$ cat src/rtl/core/vbt_pkg.sv
// Package: shared types, constants and codes of the beam timing and IRQ generator.
`default_nettype none
package vbt_pkg;

    localparam int DOT_W   = 11;
    localparam int LINE_W  = 9;
    localparam int FC_W    = 20;
    localparam int DELTA_W = 10;
    localparam int CFG_W   = 20;
    localparam int CFG_IDX_W = 3;

    localparam int CPL_INT = 1364;
    localparam int LPF_INT = 262;
    localparam int CPF_INT = CPL_INT * LPF_INT;

    localparam logic [DOT_W:0]   CYCLES_PER_LINE  = (DOT_W + 1)'(CPL_INT);
    localparam logic [FC_W-1:0]  FRAME_LEN        = FC_W'(CPF_INT);
    localparam logic [FC_W-1:0]  FRAME_CYCLES_RST = FC_W'(CPF_INT + 100);
    localparam logic [DOT_W-1:0] DOT_MAX          = '1;
    localparam logic [FC_W-1:0]  FC_MAX           = '1;

    localparam logic [DOT_W-1:0]  HDMA_DOT        = DOT_W'(32'h116 * 4);
    localparam logic [DOT_W-1:0]  HBLANK_DOT      = DOT_W'(32'h121 * 4);
    localparam logic [LINE_W-1:0] RENDER_LIMIT    = LINE_W'(226);
    localparam logic [LINE_W-1:0] VBLANK_LINE     = LINE_W'(225);
    localparam logic [LINE_W-1:0] VBLANK_END_POLL = LINE_W'(228);

    localparam logic [7:0] ST_VBLANK_START = 8'h81;
    localparam logic [7:0] ST_VBLANK_POLL  = 8'h80;
    localparam logic [7:0] ST_HBLANK       = 8'h40;

    // item operation codes
    localparam logic [1:0] OP_ADVANCE     = 2'd0;
    localparam logic [1:0] OP_FRAME_START = 2'd1;
    localparam logic [1:0] OP_SERVICE     = 2'd2;

    // position IRQ modes
    localparam logic [1:0] IRQ_OFF  = 2'd0;
    localparam logic [1:0] IRQ_H    = 2'd1;
    localparam logic [1:0] IRQ_V    = 2'd2;
    localparam logic [1:0] IRQ_VH   = 2'd3;

    // service kinds
    localparam logic [1:0] KIND_NONE  = 2'd0;
    localparam logic [1:0] KIND_RESET = 2'd1;
    localparam logic [1:0] KIND_NMI   = 2'd2;
    localparam logic [1:0] KIND_IRQ   = 2'd3;

    // configuration register indexes
    localparam logic [CFG_IDX_W-1:0] CFG_NMI_ENABLE = 3'd0;
    localparam logic [CFG_IDX_W-1:0] CFG_IRQ_MODE   = 3'd1;
    localparam logic [CFG_IDX_W-1:0] CFG_H_TRIGGER  = 3'd2;
    localparam logic [CFG_IDX_W-1:0] CFG_V_TRIGGER  = 3'd3;
    localparam logic [CFG_IDX_W-1:0] CFG_VH_TRIGGER = 3'd4;

    typedef struct packed {
        logic               nmi_enable;
        logic [1:0]         irq_mode;
        logic [DOT_W-1:0]   h_trigger;
        logic [FC_W-1:0]    v_trigger;
        logic [FC_W-1:0]    vh_trigger;
    } cfg_t;

    typedef struct packed {
        logic [1:0]         op;
        logic [DELTA_W-1:0] cycle_delta;
        logic               irq_disable;
    } in_item_t;

    typedef struct packed {
        logic               render_valid;
        logic [LINE_W-1:0]  render_line;
        logic               hdma_start;
        logic               frame_done;
        logic               frame_over;
        logic [7:0]         status_byte;
        logic               nmi_latched;
        logic               field;
        logic [LINE_W-1:0]  line_count;
        logic               irq_pending;
        logic               nmi_pending;
        logic [1:0]         service_kind;
    } out_item_t;

endpackage
`default_nettype wire

$ cat src/rtl/core/vbt_cfg_regs.sv
// Configuration register file: NMI enable, IRQ mode and trigger positions.
`default_nettype none
module vbt_cfg_regs (
    input  wire logic                          aclk,
    input  wire logic                          aresetn,
    input  wire logic                          cfg_wr_en,
    input  wire logic [vbt_pkg::CFG_IDX_W-1:0] cfg_wr_index,
    input  wire logic [vbt_pkg::CFG_W-1:0]     cfg_wr_data,
    output vbt_pkg::cfg_t                      cfg
);

    vbt_pkg::cfg_t cfg_reg;
    vbt_pkg::cfg_t cfg_next;

    always_comb begin
        cfg_next = cfg_reg;
        if (cfg_wr_en) begin
            case (cfg_wr_index)
                vbt_pkg::CFG_NMI_ENABLE: cfg_next.nmi_enable = cfg_wr_data[0];
                vbt_pkg::CFG_IRQ_MODE:   cfg_next.irq_mode   = cfg_wr_data[1:0];
                vbt_pkg::CFG_H_TRIGGER:  cfg_next.h_trigger  = cfg_wr_data[vbt_pkg::DOT_W-1:0];
                vbt_pkg::CFG_V_TRIGGER:  cfg_next.v_trigger  = cfg_wr_data[vbt_pkg::FC_W-1:0];
                vbt_pkg::CFG_VH_TRIGGER: cfg_next.vh_trigger = cfg_wr_data[vbt_pkg::FC_W-1:0];
                default: ;
            endcase
        end
    end

    always_ff @(posedge aclk) begin
        if (!aresetn) begin
            cfg_reg <= '0;
        end else begin
            cfg_reg <= cfg_next;
        end
    end

    assign cfg = cfg_reg;

endmodule
`default_nettype wire

$ cat src/rtl/core/vbt_core.sv
// Beam counter state and single-pass next-state / result logic for one item.
`default_nettype none
module vbt_core (
    input  wire logic          aclk,
    input  wire logic          aresetn,
    input  wire logic          step,
    input  vbt_pkg::in_item_t  item,
    input  vbt_pkg::cfg_t      cfg,
    output vbt_pkg::out_item_t result
);

    logic [vbt_pkg::FC_W-1:0]   frame_cycles_reg, frame_cycles_next;
    logic [vbt_pkg::DOT_W-1:0]  dot_count_reg, dot_count_next;
    logic [vbt_pkg::LINE_W-1:0] line_counter_reg, line_counter_next;
    logic [7:0]                 status_reg, status_next;
    logic line_ready_reg, line_ready_next;
    logic hdma_armed_reg, hdma_armed_next;
    logic vblank_hit_reg, vblank_hit_next;
    logic irq_spent_reg, irq_spent_next;
    logic irq_pend_reg, irq_pend_next;
    logic nmi_pend_reg, nmi_pend_next;
    logic reset_pend_reg, reset_pend_next;
    logic nmi_occurred_reg, nmi_occurred_next;
    logic field_bit_reg, field_bit_next;

    logic [vbt_pkg::FC_W:0]    fc_sum;
    logic [vbt_pkg::DOT_W:0]   dot_sum;
    logic [vbt_pkg::DOT_W:0]   dot_wrap;
    logic [1:0]                kind;
    logic                      rv, hs, fd;
    logic [vbt_pkg::LINE_W-1:0] rl;

    always_comb begin
        frame_cycles_next = frame_cycles_reg;
        dot_count_next    = dot_count_reg;
        line_counter_next = line_counter_reg;
        status_next       = status_reg;
        line_ready_next   = line_ready_reg;
        hdma_armed_next   = hdma_armed_reg;
        vblank_hit_next   = vblank_hit_reg;
        irq_spent_next    = irq_spent_reg;
        irq_pend_next     = irq_pend_reg;
        nmi_pend_next     = nmi_pend_reg;
        reset_pend_next   = reset_pend_reg;
        nmi_occurred_next = nmi_occurred_reg;
        field_bit_next    = field_bit_reg;
        rv   = 1'b0;
        rl   = '0;
        hs   = 1'b0;
        fd   = 1'b0;
        kind = vbt_pkg::KIND_NONE;
        fc_sum   = {1'b0, frame_cycles_reg}
                 + (vbt_pkg::FC_W + 1)'(item.cycle_delta);
        dot_sum  = {1'b0, dot_count_reg} + (vbt_pkg::DOT_W + 1)'(item.cycle_delta);
        dot_wrap = dot_sum - vbt_pkg::CYCLES_PER_LINE;

        case (item.op)
            vbt_pkg::OP_ADVANCE: begin
                frame_cycles_next = fc_sum[vbt_pkg::FC_W] ? vbt_pkg::FC_MAX
                                                          : fc_sum[vbt_pkg::FC_W-1:0];
                if (dot_sum >= vbt_pkg::CYCLES_PER_LINE) begin
                    dot_count_next = dot_wrap[vbt_pkg::DOT_W] ? vbt_pkg::DOT_MAX
                                                              : dot_wrap[vbt_pkg::DOT_W-1:0];
                    // line step
                    line_counter_next = line_counter_reg + vbt_pkg::LINE_W'(1);
                    if (line_counter_next < vbt_pkg::RENDER_LIMIT) begin
                        line_ready_next = 1'b1;
                    end
                    if (line_counter_next < vbt_pkg::VBLANK_LINE) begin
                        hdma_armed_next = 1'b1;
                    end
                    vblank_hit_next = (line_counter_next == vbt_pkg::VBLANK_LINE);
                    if (line_counter_next == vbt_pkg::VBLANK_LINE) begin
                        status_next = vbt_pkg::ST_VBLANK_START;
                    end
                    if (line_counter_next == vbt_pkg::VBLANK_END_POLL) begin
                        status_next = vbt_pkg::ST_VBLANK_POLL;
                    end
                    status_next = status_next & ~vbt_pkg::ST_HBLANK;
                    if (cfg.irq_mode == vbt_pkg::IRQ_H) begin
                        irq_spent_next = 1'b0;
                    end
                end else begin
                    dot_count_next = dot_sum[vbt_pkg::DOT_W-1:0];
                end
                if (line_ready_next) begin
                    rv = 1'b1;
                    rl = line_counter_next - vbt_pkg::LINE_W'(1);
                    line_ready_next = 1'b0;
                end
                if (hdma_armed_next && dot_count_next > vbt_pkg::HDMA_DOT) begin
                    hs = 1'b1;
                    hdma_armed_next = 1'b0;
                end
                if (dot_count_next >= vbt_pkg::HBLANK_DOT) begin
                    status_next = status_next | vbt_pkg::ST_HBLANK;
                end
                if (vblank_hit_next) begin
                    fd = 1'b1;
                    vblank_hit_next = 1'b0;
                    if (cfg.nmi_enable) begin
                        nmi_pend_next = 1'b1;
                    end
                    nmi_occurred_next = 1'b1;
                    field_bit_next = ~field_bit_reg;
                end
                // position IRQ
                if (!irq_spent_next) begin
                    if ((cfg.irq_mode == vbt_pkg::IRQ_V
                         && frame_cycles_next >= cfg.v_trigger)
                        || (cfg.irq_mode == vbt_pkg::IRQ_H
                            && dot_count_next >= cfg.h_trigger)
                        || (cfg.irq_mode == vbt_pkg::IRQ_VH
                            && frame_cycles_next >= cfg.vh_trigger)) begin
                        irq_pend_next = 1'b1;
                    end
                    if (item.irq_disable && irq_pend_next) begin
                        irq_pend_next  = 1'b0;
                        irq_spent_next = 1'b1;
                    end
                end
            end
            vbt_pkg::OP_FRAME_START: begin
                frame_cycles_next = (frame_cycles_reg >= vbt_pkg::FRAME_LEN)
                                  ? frame_cycles_reg - vbt_pkg::FRAME_LEN : '0;
                line_counter_next = '0;
                dot_count_next    = '0;
                nmi_occurred_next = 1'b0;
                hdma_armed_next   = 1'b0;
                status_next       = '0;
                irq_spent_next    = 1'b0;
            end
            vbt_pkg::OP_SERVICE: begin
                if (reset_pend_reg) begin
                    reset_pend_next = 1'b0;
                    kind = vbt_pkg::KIND_RESET;
                end else if (nmi_pend_reg) begin
                    nmi_pend_next = 1'b0;
                    kind = vbt_pkg::KIND_NMI;
                end else if (irq_pend_reg) begin
                    irq_pend_next  = 1'b0;
                    irq_spent_next = 1'b1;
                    kind = vbt_pkg::KIND_IRQ;
                end
            end
            default: ;
        endcase

        result.render_valid = rv;
        result.render_line  = rl;
        result.hdma_start   = hs;
        result.frame_done   = fd;
        result.frame_over   = (frame_cycles_next >= vbt_pkg::FRAME_LEN);
        result.status_byte  = status_next;
        result.nmi_latched  = nmi_occurred_next;
        result.field        = field_bit_next;
        result.line_count   = line_counter_next;
        result.irq_pending  = irq_pend_next;
        result.nmi_pending  = nmi_pend_next;
        result.service_kind = kind;
    end

    always_ff @(posedge aclk) begin
        if (!aresetn) begin
            frame_cycles_reg <= vbt_pkg::FRAME_CYCLES_RST;
            dot_count_reg    <= '0;
            line_counter_reg <= '0;
            status_reg       <= '0;
            line_ready_reg   <= 1'b0;
            hdma_armed_reg   <= 1'b0;
            vblank_hit_reg   <= 1'b0;
            irq_spent_reg    <= 1'b0;
            irq_pend_reg     <= 1'b0;
            nmi_pend_reg     <= 1'b0;
            reset_pend_reg   <= 1'b1;
            nmi_occurred_reg <= 1'b0;
            field_bit_reg    <= 1'b0;
        end else if (step) begin
            frame_cycles_reg <= frame_cycles_next;
            dot_count_reg    <= dot_count_next;
            line_counter_reg <= line_counter_next;
            status_reg       <= status_next;
            line_ready_reg   <= line_ready_next;
            hdma_armed_reg   <= hdma_armed_next;
            vblank_hit_reg   <= vblank_hit_next;
            irq_spent_reg    <= irq_spent_next;
            irq_pend_reg     <= irq_pend_next;
            nmi_pend_reg     <= nmi_pend_next;
            reset_pend_reg   <= reset_pend_next;
            nmi_occurred_reg <= nmi_occurred_next;
            field_bit_reg    <= field_bit_next;
        end
    end

    // reset request is taken once and never returns
    a_reset_once: assert property (@(posedge aclk) disable iff (!aresetn)
        !reset_pend_reg |=> !reset_pend_reg)
        else $error("reset request reappeared");

    // a spent IRQ is never still pending
    a_irq_excl: assert property (@(posedge aclk) disable iff (!aresetn)
        !(irq_pend_reg && irq_spent_reg))
        else $error("IRQ both pending and spent");

    a_frame_start: assert property (@(posedge aclk) disable iff (!aresetn)
        (step && item.op == vbt_pkg::OP_FRAME_START)
        |=> (line_counter_reg == '0 && dot_count_reg == '0 && status_reg == '0))
        else $error("frame start did not rebase counters");

    a_nmi_taken: assert property (@(posedge aclk) disable iff (!aresetn)
        (step && item.op == vbt_pkg::OP_SERVICE && result.service_kind == vbt_pkg::KIND_NMI)
        |=> !nmi_pend_reg)
        else $error("NMI still pending after service");

endmodule
`default_nettype wire

$ cat src/rtl/core/video_beam_timing_irq_gen.sv
// Top level: input register, beam timing core, config registers and result register.
//
// One item per clock while the output is taken: an accepted item sits in the
// input register, the core computes the beam counter and interrupt state
// update from it and the result lands in the output register. Throughput is
// one item per cycle while m_ready holds; s_ready stays high while the input
// register is empty or the result register is empty or is taken in the same
// cycle. Configuration writes are registered and should be made while no
// item is in flight.
`default_nettype none
module video_beam_timing_irq_gen (
    input  wire logic                          aclk,
    input  wire logic                          aresetn,
    input  wire logic                          s_valid,
    output      logic                          s_ready,
    input  vbt_pkg::in_item_t                  s_data,
    output      logic                          m_valid,
    input  wire logic                          m_ready,
    output vbt_pkg::out_item_t                 m_data,
    input  wire logic                          cfg_wr_en,
    input  wire logic [vbt_pkg::CFG_IDX_W-1:0] cfg_wr_index,
    input  wire logic [vbt_pkg::CFG_W-1:0]     cfg_wr_data
);

    logic               in_valid_reg, in_valid_next;
    vbt_pkg::in_item_t  in_item_reg;
    logic               out_valid_reg, out_valid_next;
    vbt_pkg::out_item_t out_item_reg;
    vbt_pkg::out_item_t core_result;
    vbt_pkg::cfg_t      cfg;
    logic               step;

    assign step    = in_valid_reg && (!out_valid_reg || m_ready);
    assign s_ready = !in_valid_reg || step;

    always_comb begin
        in_valid_next  = in_valid_reg;
        out_valid_next = out_valid_reg;
        if (s_ready) begin
            in_valid_next = s_valid;
        end
        if (step) begin
            out_valid_next = 1'b1;
        end else if (m_ready) begin
            out_valid_next = 1'b0;
        end
    end

    always_ff @(posedge aclk) begin
        if (!aresetn) begin
            in_valid_reg  <= 1'b0;
            out_valid_reg <= 1'b0;
        end else begin
            in_valid_reg  <= in_valid_next;
            out_valid_reg <= out_valid_next;
        end
    end

    always_ff @(posedge aclk) begin
        if (s_valid && s_ready) begin
            in_item_reg <= s_data;
        end
        if (step) begin
            out_item_reg <= core_result;
        end
    end

    vbt_cfg_regs u_cfg (
        .aclk         (aclk),
        .aresetn      (aresetn),
        .cfg_wr_en    (cfg_wr_en),
        .cfg_wr_index (cfg_wr_index),
        .cfg_wr_data  (cfg_wr_data),
        .cfg          (cfg)
    );

    vbt_core u_core (
        .aclk    (aclk),
        .aresetn (aresetn),
        .step    (step),
        .item    (in_item_reg),
        .cfg     (cfg),
        .result  (core_result)
    );

    assign m_valid = out_valid_reg;
    assign m_data  = out_item_reg;

endmodule
`default_nettype wire
$ cat config.mk
export PLATFORM = sky130hd
export DESIGN_NAME = video_beam_timing_irq_gen
export DESIGN_NICKNAME = d
export VERILOG_FILES = /design/src/rtl/core/vbt_pkg.sv /design/src/rtl/core/vbt_cfg_regs.sv /design/src/rtl/core/vbt_core.sv /design/src/rtl/core/video_beam_timing_irq_gen.sv
export SDC_FILE = /design/constraint.sdc
export NUM_CORES = 1
export LEC_CHECK = 0
export BUFFER_PORTS_ARGS = -buffer_cell sky130_fd_sc_hd__buf_2
export CAP_MARGIN = 25
export CORE_MARGIN = 2
export CORE_UTILIZATION = 40
export CTS_CLUSTER_DIAMETER = 50
export CTS_CLUSTER_SIZE = 12
export DETAILED_ROUTE_END_ITERATION = 8
export GPL_TIMING_DRIVEN = 0
export HOLD_SLACK_MARGIN = 0.03
export PLACE_DENSITY = 0.63
export SYNTH_ARGS = -nofsm -noshare
export SYNTH_HDL_FRONTEND = slang
export SYNTH_SLANG_ARGS = --single-unit
$ cat constraint.sdc
create_clock -name aclk -period 5.2 [get_ports aclk]
set_clock_uncertainty 0.05 [all_clocks]
set_input_delay 0.26 -clock aclk [delete_from_list [all_inputs] [get_ports aclk]]
set_output_delay 0.26 -clock aclk [all_outputs]
set_load 0.005 [all_outputs]
# Word level (Yosys, flattened, before mapping)

Index checks and enable logic that the tools add are counted.

Add/sub/neg operators: 6
Magnitude comparators: 10
Equal/unequal tests: 14
Muxes and demuxes: 58
Bitwise logic cells: 2
Reduce and logical (&&, ||, !) cells: 28

Operator list:

| kind                     | count |
|---|---|
| $ge A20 B19 Y1 const B   | 2 |
| $ge A20 B20 Y1           | 2 |
| $mux W20                 | 2 |
| $pmux W20 S2             | 1 |
| $mux W1                  | 36 |
| $mux W11                 | 3 |
| $mux W8                  | 3 |
| $pmux W11 S2             | 1 |
| $add A20 B10 Y21         | 1 |
| $sub A20 B19 Y20 const B | 1 |
| $eq A9 B8 Y1 const B     | 2 |
| $lt A9 B8 Y1 const B     | 2 |
| $mux W9                  | 2 |
| $pmux W9 S2              | 1 |
| $pmux W8 S2              | 1 |
| $reduce_and A2 Y1        | 8 |
| $add A11 B10 Y12         | 1 |
| $ge A12 B11 Y1 const B   | 1 |
| $sub A12 B11 Y12 const B | 1 |
| $ge A11 B11 Y1           | 1 |
| $ge A11 B11 Y1 const B   | 1 |
| $gt A11 B11 Y1 const B   | 1 |
| $add A9 B1 Y9 const B    | 1 |
| $sub A9 B1 Y9 const B    | 1 |
| 21 further kinds         | 42 |

Flip-flop bits (word level): 160
Input port bits: 41
Logic and storage cells: 152

# Depth between registers and ports, before layout

Depth in word-level cells: 16
Gate-level depth with buffers: 23

# By module

From an unflattened synthesis, not the netlist that was laid out.

Cell total of the unflattened synthesis: 1242
Area total of the unflattened synthesis: 10776.6 µm²

By module, submodules not included:

| module                    | times used | cells each | area an instance (µm²) | sequential area each (µm²) |
|---|---|---|---|---|
| vbt_core                  | 1          | 983        | 7161.9                 | 1101.1 |
| vbt_cfg_regs              | 1          | 201        | 2039.5                 | 1081.0 |
| video_beam_timing_irq_gen | 1          | 58         | 1575.3                 | 1511.4 |

# Worst setup path before layout

Ideal clock, no wire load.

Path type: register to register
Start point: reg in_item_reg[1] (netlist bit)
End point: reg u_core.irq_pend_reg
Setup time: 0.115 ns
Arrival time: 4.386 ns
Path slack: 0.650 ns
Stages on the path, launching flop included: 20
Period minus slack after synthesis: 4.550 ns
Cells stage by stage: edfxtp_1 > ha_1 > fa_1 > a21o_1 > a211o_1 > nor2b_1 > a21oi_4 > nor4_1 > a31o_2 > or2_2 > ha_1 > nor2b_1 > o21a_1 > o21ai_0 > a21oi_1 > a2111oi_0 > o21ai_0 > a221o_1 > a22o_1 > o21ba_1

RTL lines:

| item                   | line                            | text |
|---|---|---|
| from (decl)            | video_beam_timing_irq_gen.sv:26 | `vbt_pkg::in_item_t in_item_reg;` |
| from (signal assigned) | video_beam_timing_irq_gen.sv:61 | `in_item_reg <= s_data;` |
| to (signal assigned)   | vbt_core.sv:187                 | `irq_pend_reg <= irq_pend_next;` |
| to (decl)              | vbt_core.sv:20                  | `logic irq_pend_reg, irq_pend_next;` |

==> impl_results.md <==
- Outcome: completed
- Final Net Count: 1556
- Worst vdd ir: 0.0002101 V
- Int Pwr: 2.295 mW
- CP max stage delay: 0.49 ns
- Initial antenna violation count: 0
- Largest net degree at the start of global routing: 34
- Routability congestion estimate: 0.9093
- Antenna diodes: 0
- CP Cell Sequence: ha_1, clkbuf_1, nand2_1, o211ai_1, o211a_1, o211a_1, o221a_4, nor2_4, buf_6, o22a_1, ha_1, nand2_1, nor3_1, o21ai_0, nand2b_1, a211oi_1, o21ai_1, a221o_1, a22o_1, o21ba_1
- Mapped Area: 10870 µm²
- Starting Density: 40.55%
- Sw Ratio: 29.83%
- Finished Cell Area: 12790 µm²
- Final Core Density: 47.71%
- Min-Delay Startpoint: cfg_wr_data[19]
- Drt first pass iters: 6
- Vias: 10196
- Clk Tree Root Cell: clkbuf_16
- Place WS: -0.5740 ns
- Die Height: 168.8 µm
- Buf+Inv Stages, Crit Path: 2
- Yosys top cell area share: 20.45%
- Max reg flops: 54
- Avg Vias per Cell: 5.712
- Final setup violation count: 0
- Area Growth Syn to Fin: 17.66%
- Max-Cap Viols: 0
- Flop pwr share: 41.4%
- Synthesized instance count: 1299
- NetSw: 975.8 µW
- Synthesized net count: 1424
- Layout fillers: 2650
- Crit. Startpoint: in_item_reg[9]
- Detailed-route DRC error count: 0
- Multi-input gate area: 6813 µm²
- Register area share after synthesis: 33.99%
- Distinct cells, synth: 83
- Fin crit share: 95.25%
- Fin Setup TNS: 0 ns
- Deepest clock path buffer count: 2
- Slew @ Worst Pin: 0.8174 ns
- CP startpoint kind: register
- Number of synthesized register bits: 160
- # clock sinks: 160
- FF/Latch Area: 3694 µm²
- Crit path max-delay family: compound AO/OA/AOI/OAI gates
- R2R Path Start: in_item_reg[9]
- I/O pin count: 79
- Hold WS: 0.03468 ns
- Antenna Nets Post-Route: 0
- Initial DRC count: 988
- Mapped Avg Cell Area: 8.365 µm²
- Slowest cell on the critical path: edfxtp_1
- Die footprint: 28500 µm²
- Worst min path class: in -> reg
- TritonCTS Buffers: 17
- Cell Pwr Density: 255.8 nW/µm²
- Synth Flop Type: dfxtp_1
- Synth warnings: 0
- Post-synth ARST share: 0%
- Final wirelength: 32390 µm
- Pleak: 4.938 nW
- Max_slew headroom: 45.51%
- Detail Placement HPWL: 24470 µm
- Worst setup EP type: register
- Final worst slack: 0.2471 ns
- Total gr overflow: 0
- Core area: 26800 µm²
- DR WL/cell: 18.15 µm
- CTS tree: yes
- CP Max Fanout: 10
- Clock Power Share: 38.3%
- Most common cell in the netlist: nand2_1
- Kind of critical path: reg -> reg
- Number of synthesized flops with an enable pin: 49
- Hold Fails Final Rpt: 0
- Die Wd: 168.8 µm
- GRT Total Usage: 22.89%
- First-pass GRT wire length: 51380 µm
- DP Area: 11700 µm²
- Final max-slew violation count: 0
- Fmax: 201.9 MHz
- Clk Latency, worst-skew pair: 0.44 ns
- I/O Buffers: 77
- Area leader, netlist: dfxtp_1
- Arr. time, crit path: 5.22 ns
- Vias in the first global route: 9520
- Share of cells above drive strength 1: 13.37%
- Rows: 60
- Required time at the worst-slack endpoint: 5.47 ns
- Worst-path clk slew: 0.08 ns
- Ranking of synthesized cells by area: dfxtp_1, edfxtp_1, ha_1
- Commonest cells post-synth: nand2_1, dfxtp_1, ha_1, inv_1, o21ai_0
- Gate power share: 20.2%
- Tmin final: 4.953 ns
- H-Tree Depth: 4
-- cells in the final DEF, fill, tap and decap left out, drive strengths merged, types with 20 or more instances in the layout --
cell,n
clkbuf,76
edfxtp,49
buf,103
inv,74
and2,24
dfxtp,111
nor2b,24
ha,82
a21boi,61
o21ai,70
nand3,45
nor2,64
a21o,30
and3,20
xnor2,25
a21oi,52
nand2,218
dlygate4sd3,20
-- worst register-to-register path, stage by stage (launching register included) --
cell and delay, ns:
edfxtp_1 0.49, ha_1 0.33, clkbuf_1 0.37, nand2_1 0.17
o211ai_1 0.29, o211a_1 0.30, o211a_1 0.30, o221a_4 0.30
nor2_4 0.07, buf_6 0.15, o22a_1 0.25, ha_1 0.29
nand2_1 0.08, nor3_1 0.05, o21ai_0 0.14, nand2b_1 0.07
a211oi_1 0.21, o21ai_1 0.13, a221o_1 0.41, a22o_1 0.23
o21ba_1 0.17
-- cell families (layout without fill, tap and decap cells) --
family          Yosys count  after routing  share of synthesized area [%]
fa+ha+maj                84             84                          9.810
compound gates          394            394                          26.26
simple gates            471            471                          20.75
xor+xnor                 39             39                          3.212
mux                      10             10                         0.9672
buf+inv                 141            286                          5.009
flops                   160            160                          33.99
-- per-stage QoR --
step | std cells | power [mW]
2_1_floorplan | 1299 | 1.799
5_1_grt | 1785 | 3.414
6_report | 1785 | 3.271
3_5_place_dp | 1718 | 1.990
3_3_place_gp | 1717 | 1.978
4_1_cts | 1775 | 3.258
-- routing by layer --
layer | vias up | global-route usage (%) | wire [µm]
li1 | 4991 | - | -
met1 | 4776 | 32.32 | 15410
met2 | 371 | 35.82 | 14000
met3 | 58 | 3.881 | 2175
met4 | 0 | 6.934 | 804
met5 | - | 0 | 0
-- layout make-up --
type	count	area share, %
flip-flops and latches	160	28.89
inverters	74	2.172
plain buffers	67	2.202
multi-input cells	998	53.28
clock buffers	19	3.386
well taps	341	3.337
repair buffers	113	5.617
clock inverters	13	1.116
-- final timing paths --
check,to,slack [ns],depth (start not counted)
max reg2reg,u_core.irq_pend_reg,0.25,20
min reg2reg,u_cfg.cfg[36],0.41,2
max,u_core.irq_pend_reg,0.25,20
min,u_cfg.cfg[19],0.03,3
-- power groups by stage --
stage | registers (mW) | logic [mW] | clock network, mW
finish | 1.36 | 0.661 | 1.25
floorplan | 1.37 | 0.426 | 0
global placement | 1.38 | 0.594 | 0
global route | 1.36 | 0.736 | 1.32
CTS | 1.36 | 0.633 | 1.27
detailed placement | 1.38 | 0.607 | 0
-- what timing repair did --
item / CTS / global route
setup endpoints to repair: 3 / 3
buffers inserted: 5 / 10
cloned: 0 / 0
pin swaps: 5 / 6
hold endpoints to repair: 21 / 0
gates resized for setup: 16 / 29
hold buffers: 20 / 0
No activity file was read; power rests on OpenSTA's default activity.
